$ cat config.mk
export PLATFORM = sky130hd
export DESIGN_NAME = lens_identity_responder
export DESIGN_NICKNAME = d
export VERILOG_FILES = /design/src/design/lir_pkg.sv /design/src/design/lir_in_stage.sv /design/src/design/lir_engine.sv /design/src/design/lir_out_stage.sv /design/src/design/lens_identity_responder.sv
export SDC_FILE = /design/constraint.sdc
export NUM_CORES = 1
export LEC_CHECK = 0
export ABC_CLOCK_PERIOD_IN_PS = 4500
export BUFFER_PORTS_ARGS = -buffer_cell sky130_fd_sc_hd__buf_4
export CAP_MARGIN = 20
export CORE_ASPECT_RATIO = 0.75
export CORE_MARGIN = 3
export CORE_UTILIZATION = 58
export CTS_BUF_LIST = sky130_fd_sc_hd__clkbuf_4
export DETAILED_ROUTE_END_ITERATION = 6
export PLACE_DENSITY = 0.79
export RECOVER_POWER = 25
export SLEW_MARGIN = 20
export SYNTH_ARGS = -nofsm -noshare
export SYNTH_HDL_FRONTEND = slang
export SYNTH_SLANG_ARGS = --single-unit
$ cat constraint.sdc
create_clock -name clk -period 4.5 [get_ports clk]
set_input_delay 0 -clock clk [delete_from_list [all_inputs] [get_ports clk]]
set_output_delay 0 -clock clk [all_outputs]
set_load 0.02 [all_outputs]
$ cat src/design/lir_pkg.sv
`default_nettype none

package lir_pkg;

    // Field widths
    localparam int ACTION_W   = 2;
    localparam int BYTE_W     = 8;
    localparam int INDEX_W    = 5;
    localparam int TICK_W     = 9;
    localparam int PHASE_W    = 2;
    localparam int CFG_IDX_W  = 2;
    localparam int CFG_DATA_W = 9;
    localparam int ROM_DEPTH  = 32;

    // Action codes on the input side
    localparam logic [ACTION_W-1:0] ACT_TICK    = 2'd0;
    localparam logic [ACTION_W-1:0] ACT_FALL    = 2'd1;
    localparam logic [ACTION_W-1:0] ACT_RX_BYTE = 2'd2;
    localparam logic [ACTION_W-1:0] ACT_UNUSED  = 2'd3;

    // Phase codes as seen on the result
    localparam logic [PHASE_W-1:0] PHASE_LISTEN  = 2'd0;
    localparam logic [PHASE_W-1:0] PHASE_COMMAND = 2'd1;
    localparam logic [PHASE_W-1:0] PHASE_PENDING = 2'd2;
    localparam logic [PHASE_W-1:0] PHASE_READY   = 2'd3;

    // Configuration register indexes
    localparam logic [CFG_IDX_W-1:0] CFG_APERTURE = 2'd0;
    localparam logic [CFG_IDX_W-1:0] CFG_READY    = 2'd1;
    localparam logic [CFG_IDX_W-1:0] CFG_TIMEOUT  = 2'd2;

    // Reset values of the configuration registers
    localparam logic [BYTE_W-1:0] APERTURE_RESET = 8'd20;
    localparam logic [BYTE_W-1:0] READY_RESET    = 8'd4;
    localparam logic [TICK_W-1:0] TIMEOUT_RESET  = 9'd256;

    // Start command from the body
    localparam logic [BYTE_W-1:0] START_CMD = 8'h44;

    // Identity frame; entries past the defined ones read as zero
    localparam logic [BYTE_W-1:0] FRAME_ROM [ROM_DEPTH] = '{
        8'd37, 8'd20, 8'd80, 8'd0,  8'd96, 8'd248, 8'd17, 8'd12,
        8'd6,  8'd0,  8'd26, 8'd20, 8'd0,  8'd32,  8'd0,  8'd0,
        8'd80, 8'd20, 8'd15, 8'd88, 8'd80, 8'd80,  8'd20, 8'd20,
        8'd5,  8'd20, 8'd0,  8'd0,  8'd0,  8'd0,   8'd0,  8'd0
    };

    typedef struct packed {
        logic [ACTION_W-1:0] action;
        logic [BYTE_W-1:0]   rx_byte;
    } item_t;

    typedef struct packed {
        logic               line_pulled_low;
        logic               tx_load;
        logic [BYTE_W-1:0]  tx_byte;
        logic [PHASE_W-1:0] phase_now;
    } result_t;

    typedef struct packed {
        logic                  we;
        logic [CFG_IDX_W-1:0]  index;
        logic [CFG_DATA_W-1:0] data;
    } cfg_write_t;

    // Frame entry with the aperture code patched in, bit order reversed for
    // the LSB-first shifter
    function automatic logic [BYTE_W-1:0] frame_byte(
        input logic [INDEX_W-1:0] idx,
        input logic [BYTE_W-1:0]  aperture
    );
        logic [BYTE_W-1:0] raw;
        logic [BYTE_W-1:0] flipped;
        if (idx == 5'd1 || idx == 5'd17 || idx == 5'd25)
            raw = aperture;
        else
            raw = FRAME_ROM[idx];
        for (int k = 0; k < BYTE_W; k++)
            flipped[BYTE_W-1-k] = raw[k];
        return flipped;
    endfunction

endpackage

`default_nettype wire

$ cat src/design/lir_in_stage.sv
`default_nettype none

// Input register: holds one accepted item until the engine takes it
module lir_in_stage (
    input  wire logic            clk,
    input  wire logic            rst_n,
    input  wire logic            in_valid,
    output logic                 in_ready,
    input  wire lir_pkg::item_t  in_item,
    input  wire logic            take,
    output logic                 item_valid,
    output lir_pkg::item_t       item
);
    import lir_pkg::*;

    logic  valid_reg;
    item_t item_reg;

    // Free when empty or when the held item leaves this cycle
    assign in_ready   = !valid_reg || take;
    assign item_valid = valid_reg;
    assign item       = item_reg;

    always_ff @(posedge clk or negedge rst_n)
    begin
        if (!rst_n)
        begin
            valid_reg <= 1'b0;
        end
        else if (in_ready)
        begin
            valid_reg <= in_valid;
        end
    end

    // Payload needs no reset
    always_ff @(posedge clk)
    begin
        if (in_ready && in_valid)
        begin
            item_reg <= in_item;
        end
    end

endmodule

`default_nettype wire

$ cat src/design/lir_engine.sv
`default_nettype none

// Phase sequencer, timers, configuration registers and frame lookup
module lir_engine #(
    parameter int FRAME_BYTES = 26
) (
    input  wire logic               clk,
    input  wire logic               rst_n,
    input  wire lir_pkg::cfg_write_t cfg,
    input  wire lir_pkg::item_t     item,
    input  wire logic               fire,
    output lir_pkg::result_t        result
);
    import lir_pkg::*;

    typedef enum logic [PHASE_W-1:0] {
        LISTEN  = PHASE_LISTEN,
        COMMAND = PHASE_COMMAND,
        PENDING = PHASE_PENDING,
        READY   = PHASE_READY
    } phase_t;

    localparam logic [INDEX_W:0] FRAME_END = (INDEX_W+1)'(FRAME_BYTES);

    logic [BYTE_W-1:0]  aperture_reg;
    logic [BYTE_W-1:0]  ready_delay_reg;
    logic [TICK_W-1:0]  idle_timeout_reg;

    phase_t             phase_reg, phase_next;
    logic [INDEX_W-1:0] index_reg, index_next;
    logic [TICK_W-1:0]  tick_reg, tick_next;
    logic               line_reg, line_next;

    logic               load;
    logic [INDEX_W-1:0] load_index;
    logic [TICK_W-1:0]  limit_raw;
    logic [TICK_W-1:0]  limit;
    logic [TICK_W-1:0]  tick_inc;
    logic [INDEX_W:0]   index_inc;

    // Configuration writes
    always_ff @(posedge clk or negedge rst_n)
    begin
        if (!rst_n)
        begin
            aperture_reg     <= APERTURE_RESET;
            ready_delay_reg  <= READY_RESET;
            idle_timeout_reg <= TIMEOUT_RESET;
        end
        else if (cfg.we)
        begin
            unique case (cfg.index)
                CFG_APERTURE: aperture_reg     <= cfg.data[BYTE_W-1:0];
                CFG_READY:    ready_delay_reg  <= cfg.data[BYTE_W-1:0];
                CFG_TIMEOUT:  idle_timeout_reg <= cfg.data;
                default:      ;
            endcase
        end
    end

    // Timer limit: ready delay while pending, idle timeout otherwise; zero acts as one
    assign limit_raw = (phase_reg == PENDING) ? {1'b0, ready_delay_reg} : idle_timeout_reg;
    assign limit     = (limit_raw == '0) ? TICK_W'(1) : limit_raw;
    assign tick_inc  = tick_reg + TICK_W'(1);
    assign index_inc = {1'b0, index_reg} + (INDEX_W+1)'(1);

    // Next state
    always_comb
    begin
        phase_next = phase_reg;
        index_next = index_reg;
        tick_next  = tick_reg;
        line_next  = line_reg;
        load       = 1'b0;
        load_index = '0;

        unique case (item.action)
            ACT_TICK:
            begin
                if (phase_reg != LISTEN)
                begin
                    tick_next = tick_inc;
                    if (tick_inc >= limit)
                    begin
                        if (phase_reg == PENDING)
                        begin
                            line_next  = 1'b1;
                            phase_next = READY;
                            tick_next  = '0;
                        end
                        else
                        begin
                            phase_next = LISTEN;
                            index_next = '0;
                            tick_next  = '0;
                            line_next  = 1'b0;
                        end
                    end
                end
            end
            ACT_FALL:
            begin
                if (phase_reg == LISTEN)
                begin
                    line_next  = 1'b1;
                    phase_next = COMMAND;
                    tick_next  = '0;
                end
            end
            ACT_RX_BYTE:
            begin
                if (phase_reg == COMMAND)
                begin
                    if (item.rx_byte == START_CMD)
                    begin
                        index_next = '0;
                        load       = 1'b1;
                        load_index = '0;
                        line_next  = 1'b0;
                        tick_next  = '0;
                        phase_next = PENDING;
                    end
                    else
                    begin
                        phase_next = LISTEN;
                        index_next = '0;
                        tick_next  = '0;
                        line_next  = 1'b0;
                    end
                end
                else if (phase_reg == PENDING || phase_reg == READY)
                begin
                    line_next = 1'b0;
                    if (index_inc < FRAME_END && !index_inc[INDEX_W])
                    begin
                        index_next = index_inc[INDEX_W-1:0];
                        load       = 1'b1;
                        load_index = index_inc[INDEX_W-1:0];
                        tick_next  = '0;
                        phase_next = PENDING;
                    end
                    else
                    begin
                        // end of frame
                        phase_next = LISTEN;
                        index_next = '0;
                        tick_next  = '0;
                    end
                end
            end
            ACT_UNUSED: ;
            default:    ;
        endcase
    end

    // State update on each item that moves on to the result register
    always_ff @(posedge clk or negedge rst_n)
    begin
        if (!rst_n)
        begin
            phase_reg <= LISTEN;
            index_reg <= '0;
            tick_reg  <= '0;
            line_reg  <= 1'b0;
        end
        else if (fire)
        begin
            phase_reg <= phase_next;
            index_reg <= index_next;
            tick_reg  <= tick_next;
            line_reg  <= line_next;
        end
    end

    // Result of this item
    assign result.line_pulled_low = line_next;
    assign result.tx_load         = load;
    assign result.tx_byte         = load ? frame_byte(load_index, aperture_reg) : '0;
    assign result.phase_now       = phase_next;

endmodule

`default_nettype wire

$ cat src/design/lir_out_stage.sv
`default_nettype none

// Result register: holds a finished result until the sink takes it
module lir_out_stage (
    input  wire logic             clk,
    input  wire logic             rst_n,
    input  wire logic             item_valid,
    input  wire lir_pkg::result_t result,
    output logic                  fire,
    output logic                  out_valid,
    input  wire logic             out_ready,
    output lir_pkg::result_t      out_result
);
    import lir_pkg::*;

    logic    valid_reg;
    result_t result_reg;
    logic    advance;

    assign advance    = !valid_reg || out_ready;
    assign fire       = item_valid && advance;
    assign out_valid  = valid_reg;
    assign out_result = result_reg;

    always_ff @(posedge clk or negedge rst_n)
    begin
        if (!rst_n)
        begin
            valid_reg <= 1'b0;
        end
        else if (advance)
        begin
            valid_reg <= item_valid;
        end
    end

    always_ff @(posedge clk)
    begin
        if (fire)
        begin
            result_reg <= result;
        end
    end

endmodule

`default_nettype wire

$ cat src/design/lens_identity_responder.sv
// Path from an input transfer to its result on the master side: input
// register, then result register, with the phase logic between them.
// Throughput: one item per cycle while the master side is not stalled.
// Reset (rst_n low, asynchronous): listen phase, line released, timer and
// frame index cleared, registers back to aperture 20, delay 4, timeout 256.
`default_nettype none

module lens_identity_responder #(
    parameter int FRAME_BYTES = 26
) (
    input  wire logic        clk,
    input  wire logic        rst_n,
    // configuration write port
    input  wire logic        cfg_we,
    input  wire logic [1:0]  cfg_index,
    input  wire logic [8:0]  cfg_data,
    // input stream
    input  wire logic        s_axis_tvalid,
    output logic             s_axis_tready,
    input  wire logic [7:0]  s_axis_tdata,   // [7:0] rx_byte
    input  wire logic [1:0]  s_axis_tuser,   // [1:0] action
    // result stream
    output logic             m_axis_tvalid,
    input  wire logic        m_axis_tready,
    output logic [15:0]      m_axis_tdata,   // [0] line_pulled_low, [8:1] tx_byte,
                                             // [10:9] phase_now, [15:11] zero
    output logic             m_axis_tuser    // [0] tx_load
);
    import lir_pkg::*;

    cfg_write_t cfg;
    item_t      in_item;
    item_t      item;
    logic       item_valid;
    logic       fire;
    result_t    result;
    result_t    out_result;

    assign cfg.we    = cfg_we;
    assign cfg.index = cfg_index;
    assign cfg.data  = cfg_data;

    assign in_item.action  = s_axis_tuser;
    assign in_item.rx_byte = s_axis_tdata;

    lir_in_stage u_in (
        .clk        (clk),
        .rst_n      (rst_n),
        .in_valid   (s_axis_tvalid),
        .in_ready   (s_axis_tready),
        .in_item    (in_item),
        .take       (fire),
        .item_valid (item_valid),
        .item       (item)
    );

    lir_engine #(
        .FRAME_BYTES (FRAME_BYTES)
    ) u_engine (
        .clk    (clk),
        .rst_n  (rst_n),
        .cfg    (cfg),
        .item   (item),
        .fire   (fire),
        .result (result)
    );

    lir_out_stage u_out (
        .clk        (clk),
        .rst_n      (rst_n),
        .item_valid (item_valid),
        .result     (result),
        .fire       (fire),
        .out_valid  (m_axis_tvalid),
        .out_ready  (m_axis_tready),
        .out_result (out_result)
    );

    assign m_axis_tdata = {5'd0, out_result.phase_now, out_result.tx_byte,
                           out_result.line_pulled_low};
    assign m_axis_tuser = out_result.tx_load;

endmodule

`default_nettype wire

==> results of run 1 <==
-- cell families (layout without fill, tap and decap cells) --
family / Yosys count / count (layout) / share of synthesized area, %
AOI/OAI and AO/OA: 70 / 70 / 13.5
xor gates and xnor gates: 13 / 13 / 3.81
adders and majority gates: 20 / 20 / 6.46
buffers and inverters: 29 / 94 / 4.23
DFF: 66 / 66 / 45.6
muxes: 38 / 38 / 10.8
other: 1 / 5 / 0.0968
and+or+nand+nor: 118 / 118 / 15.5
-- repair_timing --
action	4_1_cts	5_1_grt
hold buffers	23	2
setup buffers	0	0
hold endpoints to repair	81	1
-- per-layer routing --
layer  up-vias  wire length, um  track usage (%)  share of wire (%)
met5         -                0                0                  0
met4         0               64             6.06               0.76
met3         7              563             5.45                6.7
met2       106             3950             35.3                 47
met1      1406             3880             33.5                 46
li1       1402                -                -                  -
-- Yosys cell counts (all sizes together) (3+ instances only) --
library cell  number
mux2i              8
nand2             38
nand4              6
nor4               3
nor2b              4
o21ai             16
ha                20
a211oi             3
o221ai             5
nor3               3
clkbuf             3
a21o               3
edfxtp            22
xor2               4
buf               12
or3                3
nand2b            14
o211a              3
nor2              30
dfstp              4
inv               14
a21oi             16
nand3              9
a31oi              6
xnor2              9
dfrtp             40
nand3b             3
mux2              30
-- area by class of cell --
type	instances	area, um2	share of cell area (%)
Clock inverter	7	91.3	2.00
Sequential cell	66	1770	38.6
Clock buffer	9	67.6	1.48
Tap cell	81	101	2.21
Timing Repair Buffer	64	539	11.8
Inverter	14	52.6	1.15
Multi-Input combinational cell	264	1960	42.8
-- worst min-delay path, delay by kind of cell --
kind	cells	cell delay, ns
muxes	1	0.23
buffers and inverters	1	0.10
and+or+nand+nor	1	0.09
-- final timing paths --
path | start | endpoint | slack (ns)
setup / recovery | u_engine.phase_reg[1] | u_engine.index_reg[0] | 0.62
hold / removal | cfg_index[0] | u_engine.aperture_reg[5] | 0.02
setup reg to reg | u_engine.phase_reg[1] | u_engine.index_reg[0] | 0.62
hold reg to reg | u_engine.tick_reg[5] | u_engine.tick_reg[5] | 0.49
max in group asynchronous | rst_n | u_engine.line_reg | 2.30
min in group asynchronous | rst_n | u_engine.aperture_reg[5] | 0.84
-- placed cells by master (no fill, tap or decap), types with 3 or more instances in the layout --
cell type,Yosys,routed
a21oi_1,16,16
mux2_2,29,29
o21ai_0,15,15
nor2_1,29,29
mux2i_1,8,8
o221ai_1,4,4
buf_4,6,28
xnor2_1,8,8
nor4_1,3,3
a31oi_1,5,5
nand4_1,6,6
inv_1,14,14
ha_1,20,20
dfrtp_1,40,40
nor2b_1,4,4
nand3_1,7,7
or3_1,3,3
nand2b_1,14,14
dlygate4sd3_1,0,25
dfstp_2,4,4
conb_1,1,5
a21o_1,3,3
nand3b_1,3,3
edfxtp_1,22,22
nand2_1,38,38
clkbuf_4,0,19
-- power breakdown --
group | switching (mW) | internal [mW]
Clock | 0.224 | 0.225
Combinational | 0.149 | 0.138
Sequential | 0.0666 | 0.702
Total | 0.440 | 1.07
-- per-stage QoR --
stage | power (mW) | hold slack (ns)
after detailed placement | 1.05 | 0.0392
after CTS | 1.51 | 0.00355
after global placement | 1.04 | 0.0334
after global routing | 1.58 | 0.0103
after floorplan | 0.945 | -0.296
final | 1.50 | 0.0238
==> impl_metrics.py, run 1 <==
metrics = {
    "sta": {
        "slew_violations": 45,
        "setup_violations": 0,
        "rsz0062_at_grt": "false",
        "fin_tns_setup_ns": 0,
        "hold_viol_final": 0,
        "slew-limit-headroom_pct": -58.6,
        "fmaxAchievable_mhz": 258,
        "setup_ws_ns": 0.622,
        "finClkSkew_ns": 0.0148,
        "worstMarginPinSlew_ns": 2.38,
        "finalCritPeriodShare_pct": 86.2,
        "period_needed_ns": 3.88,
    },
    "drt": {
        "drc_errors": 0,
        "wl_um": 8460,
        "detail-route-antenna-nets": 0,
        "first_pass_iters": 5,
        "num_vias": 2921,
        "post_drt_wl_per_cell_um": 16.7,
        "drtIter0Drc": 243,
        "vias_per_cell": 5.78,
    },
    "setup_path": {
        "reg2regPathDepth": 12,
        "crit_arrival_ns": 4.18,
        "endpoint_kind": "register",
        "crit_type": "reg2reg",
        "critical_path.slowest_cell": "nor2b_1",
        "crit_path_start_kind": "register",
        "cp_common_cell": "nand2b_1",
        "cp.depth": 12,
        "cp_max_fo": 9,
        "slowest_delay_ns": 0.77,
        "crit_path_cell_trace": "nor2b_1 -> mux2i_1 -> nand4_1 -> o22ai_1 -> ha_1 -> nand2b_1 -> a21o_1 -> a21oi_1 -> o311ai_2 -> a31oi_1 -> nand2b_1 -> mux2_2",
        "cp.buffers_inverters": 0,
        "cp.required_ns": 4.80,
        "crit_family": "simple AND/OR/NAND/NOR gates",
    },
    "placement": {
        "gp_congestion": 0.951,
        "portBuffers": 39,
        "dp_cells": 464,
        "dp_slack_ns": 0.733,
        "postPlaceCellArea_um2": 4170,
        "hpwlAfterDp_um": 5930,
    },
    "pwr": {
        "power.density_nw_per_um2": 329,
        "ir_worst_vdd_uv": 227,
        "p_leak_nw": 1.98,
    },
    "final_layout": {
        "syn_to_final_growth_pct": 18.2,
        "nFillCells": 467,
        "fin_util_pct": 71.7,
        "largest_reg_flops": 12,
        "fin_area_um2": 4580,
        "fin_cells": 505,
        "fin_nets": 465,
        "n_antenna_cell": 0,
        "drive_above_1_share_pct": 24.5,
    },
    "die": {
        "ios": 45,
        "fp.dieArea_um2": 7700,
        "start_util_pct": 60.7,
        "dieHeight_um": 76.8,
        "row_count": 25,
        "die_w_um": 100,
        "core-area_um2": 6380,
    },
    "logic_synthesis": {
        "ys_warn_count": 0,
        "ys.flop_type": "dfrtp_1",
        "yosysUniqueCellTypes": 63,
        "async_reset_ff_share_pct": 66.7,
        "netlist_area_um2": 3870,
        "synth_top_cell_by_area": "dfrtp_1",
        "synthCells": 355,
        "synthTopCellsByArea": "dfrtp_1 26%, edfxtp_1 17%, mux2_2 8.4%",
        "synth_edf_count": 22,
        "avgSynthCellArea_um2": 10.9,
        "ys_ff_latch": 66,
        "yosysSeqAreaShare_pct": 45.6,
        "synth_top_area_share_pct": 25.8,
    },
    "worst_hold_path": {
        "hold_path_depth": 3,
        "hold_path_class": "in2reg",
    },
    "clock_network": {
        "worstSkewPairLatency_ns": 0.41,
        "clkTransAtPathRegs_ns": 0.12,
        "cts.htree.levels": 3,
        "cts_resized": 0,
        "cts_buffers": 9,
        "cts-root-buf": "clkbuf_4",
        "cts_tree": "built",
        "cts_sinks": 66,
        "clk_path_buf_depth": 2,
    },
    "status": {
        "status": "finished with violations",
        "violations": "capacitance limit, slew limit",
    },
    "global_route": {
        "grt_overflow": 0,
        "grt_pass1_vias": 2868,
        "grt_usage_pct": 23.2,
        "grt_first_pass_wirelength_um": 14100,
        "antenna_found_initial": 0,
        "grt_max_degree": 45,
    },
    "job": {
        "cap_viol_max_count": 1,
    },
}
Note: power is estimated with default switching activity, not from simulation.
==> run 2, diff against run 1 <==
--- a/config.mk
+++ b/config.mk
@@ -5,12 +5,12 @@
 export SDC_FILE = /design/constraint.sdc
 export NUM_CORES = 1
 export LEC_CHECK = 0
-export ABC_CLOCK_PERIOD_IN_PS = 4500
+export ABC_CLOCK_PERIOD_IN_PS = 3300
 export BUFFER_PORTS_ARGS = -buffer_cell sky130_fd_sc_hd__buf_4
 export CAP_MARGIN = 20
 export CORE_ASPECT_RATIO = 0.75
 export CORE_MARGIN = 3
-export CORE_UTILIZATION = 58
+export CORE_UTILIZATION = 55
 export CTS_BUF_LIST = sky130_fd_sc_hd__clkbuf_4
 export DETAILED_ROUTE_END_ITERATION = 6
 export PLACE_DENSITY = 0.79
@@ -18,4 +18,5 @@
 export SLEW_MARGIN = 20
 export SYNTH_ARGS = -nofsm -noshare
 export SYNTH_HDL_FRONTEND = slang
+export SYNTH_HIERARCHICAL = 1
 export SYNTH_SLANG_ARGS = --single-unit
==> constraint.sdc (replaced) <==
create_clock -name clk -period 3.3 [get_ports clk]
set_input_delay 0 -clock clk [delete_from_list [all_inputs] [get_ports clk]]
set_output_delay 0 -clock clk [all_outputs]
set_load 0.02 [all_outputs]
==> run 2 against run 1 <==
  * The flow finishes with violations (capacitance limit, slew limit, setup timing)
  * Design area increased by 3.3%
  * Synthesized cell count shrank 1.7%
  * Worst setup slack lost 0.67 ns
  * Non-clock buffer count rose by 16
  * Critical path depth increased by 1
  * Global-route usage rose by 3.1 points
  * Cell count rose by 1.6%
  * Clock-buffer cell count unchanged
  * Power grew 98%
  * Sequential power is 50% higher
  * First-iteration DRC count increased by 48%
  * Via count is 10% higher
==> impl_metrics.py, run 2 <==
metrics = {
    "status": {
        "status": "finished with violations",
        "violations": "capacitance limit, slew limit, setup timing",
    },
    "die": {
        "fp.dieArea_um2": 8010,
        "die_w_um": 102,
        "dieHeight_um": 78.2,
        "start_util_pct": 58.8,
        "core-area_um2": 6510,
        "row_count": 25,
        "ios": 45,
    },
    "pwr": {
        "power.density_nw_per_um2": 630,
        "fin_total_pwr_mw": 2.98,
        "ir_worst_vdd_uv": 393,
        "p_leak_nw": 2.04,
    },
    "sta": {
        "finClkSkew_ns": 0.0115,
        "hold_viol_final": 0,
        "slew-limit-headroom_pct": -58.2,
        "rsz0062_at_grt": "true",
        "hold_slack_ns": 0.0307,
        "fmaxAchievable_mhz": 299,
        "finalCritPeriodShare_pct": 101,
        "worstMarginPinSlew_ns": 2.37,
        "setup_ws_ns": -0.0440,
        "fin_tns_setup_ns": -0.0440,
        "period_needed_ns": 3.34,
        "setup_violations": 1,
        "slew_violations": 45,
    },
    "setup_path": {
        "endpoint_kind": "register",
        "reg2reg_from": "u_engine/phase_reg[1]",
        "crit_type": "reg2reg",
        "r2r_end": "u_out/out_result[11]",
        "rrSetupSlack_ns": -0.04,
        "crit_arrival_ns": 3.61,
        "cp_max_fo": 5,
        "reg2regPathDepth": 13,
        "startpoint": "u_engine/phase_reg[1]",
        "crit_path_end": "u_out/out_result[11]",
        "crit_path_start_kind": "register",
        "cp.required_ns": 3.57,
    },
    "final_layout": {
        "multi_input_area_um2": 2020,
        "fin_nets": 472,
        "final_cell_mix": "46 x buf_4, 40 x dfrtp_1, 31 x mux2_2",
        "seq_area_um2": 1770,
        "drive_above_1_share_pct": 30.3,
        "n_antenna_cell": 0,
        "final_common_cell": "buf_4",
        "fin_cells": 513,
        "fin_area_um2": 4730,
        "largest_reg_flops": 12,
        "syn_to_final_growth_pct": 23.5,
        "fin_util_pct": 72.7,
        "nFillCells": 464,
    },
    "logic_synthesis": {
        "yosysUniqueCellTypes": 63,
        "ys.flop_type": "dfrtp_1",
        "async_reset_ff_share_pct": 66.7,
        "netlist_area_um2": 3830,
        "synthCells": 349,
        "synthTopCellsByArea": "dfrtp_1 26%, edfxtp_1 17%, mux2_2 9.1%",
        "synth_top_area_share_pct": 26.2,
        "yosysSeqAreaShare_pct": 46.2,
        "synth_top_cell_by_area": "dfrtp_1",
        "synth_edf_count": 22,
        "yosysMostFrequentCell": "dfrtp_1",
        "avgSynthCellArea_um2": 11.0,
        "synth_top_cells_by_count": "40 x dfrtp_1, 31 x mux2_2, 22 x edfxtp_1, 22 x nor2_1, 20 x nand2_1",
        "ys_warn_count": 6,
        "ys_ff_latch": 66,
    },
    "clock_network": {
        "cts_buffers": 9,
        "cts_tree": "built",
        "worstSkewPairLatency_ns": 0.43,
        "clkTransAtPathRegs_ns": 0.12,
        "clk_path_buf_depth": 2,
        "cts.htree.levels": 3,
        "cts_sinks": 66,
        "cts-root-buf": "clkbuf_4",
    },
    "placement": {
        "dp_slack_ns": 0.0517,
        "postPlaceCellArea_um2": 4270,
        "hpwlAfterDp_um": 7130,
        "dp_cells": 473,
        "portBuffers": 39,
        "gp_congestion": 0.954,
    },
    "drt": {
        "first_pass_iters": 5,
        "vias_per_cell": 6.27,
        "drc_errors": 0,
        "num_vias": 3215,
        "detail-route-antenna-nets": 0,
        "drtIter0Drc": 360,
        "wl_um": 10300,
        "post_drt_wl_per_cell_um": 20.0,
    },
    "worst_hold_path": {
        "hold_path_class": "in2reg",
    },
    "global_route": {
        "grt_first_pass_wirelength_um": 16200,
        "grt_overflow": 0,
        "grt_max_degree": 45,
        "antenna_found_initial": 0,
        "grt_pass1_vias": 3124,
        "grt_usage_pct": 26.3,
    },
    "job": {
        "cap_viol_max_count": 1,
    },
}
==> run 2: changes by cell type after synthesis, sizes merged, moves of 4 or more <==
cell and change:
o211ai +6, a22o +7, nand2 -18, o221ai -4, a221o +4, nor2 -7
and3 +4, nand2b -10, nor3 +5
==> run 2: area by class of cell <==
| type | instances | share of cell area, % |
|---|---|---|
| clock buffers | 9 | 1.43 |
| clock inverters | 7 | 1.43 |
| inverters | 12 | 0.953 |
| multi-input cells | 258 | 42.8 |
| flip-flops and latches | 66 | 37.4 |
| well taps | 81 | 2.14 |
| repair buffers | 80 | 13.9 |
==> run 2: cells by family (layout without fill, tap and decap cells) <==
group	after synthesis	after routing	synth area share, %
simple gates	98	98	13.7
other cells	1	5	0.0980
xor+xnor	14	14	3.20
fa+ha+maj	19	19	6.21
mux	40	40	11.5
buf+inv	29	108	3.69
compound gates	82	82	15.4
flops	66	66	46.2
==> run 2: critical path, stage by stage (launching register included) <==
cell,delay [ns]
dfrtp_1,0.38
clkinv_1,0.12
nor2_2,0.15
buf_6,0.20
mux2i_4,0.30
nand4_1,0.14
o21ai_1,0.20
ha_1,0.26
nor2b_1,0.14
o21ai_0,0.12
a221o_1,0.36
or2_1,0.27
a221o_1,0.37
a22oi_1,0.17
==> run 2: worst min-delay path by stage <==
stage                 start                       end  slack, ns  cells past startpoint
2_1_floorplan         rst_n  u_engine/aperture_reg[0]      -0.30                      0
3_3_place_gp          rst_n      u_engine/tick_reg[4]       0.03                      1
3_5_place_dp          rst_n      u_engine/tick_reg[4]       0.03                      1
4_1_cts               rst_n      u_engine/tick_reg[6]       0.11                      2
5_1_grt        cfg_index[1]  u_engine/aperture_reg[3]       0.02                      3
6_report       cfg_index[1]  u_engine/aperture_reg[3]       0.03                      3
==> run 2: timing repair <==
item,4_1_cts,5_1_grt
hold buffers,22,0
endpoints found under the hold margin,81,0
gates resized for setup,0,20
buffers inserted,0,1
setup endpoints to repair,0,22
==> run 2: per-layer routing <==
metal	share of wire (%)	vias up	track usage, %
li1	-	1466	-
met1	43	1520	38.1
met2	45	193	39.6
met3	9.2	36	6.39
met4	2.2	0	6.82
met5	0	-	0
==> run 2: power by group <==
| part | switching (mW) | total [mW] | internal [mW] |
|---|---|---|---|
| logic | 0.721 | 1.28 | 0.559 |
| registers | 0.146 | 1.15 | 1.00 |
| clock network | 0.317 | 0.547 | 0.230 |
| total | 1.18 | 2.98 | 1.79 |
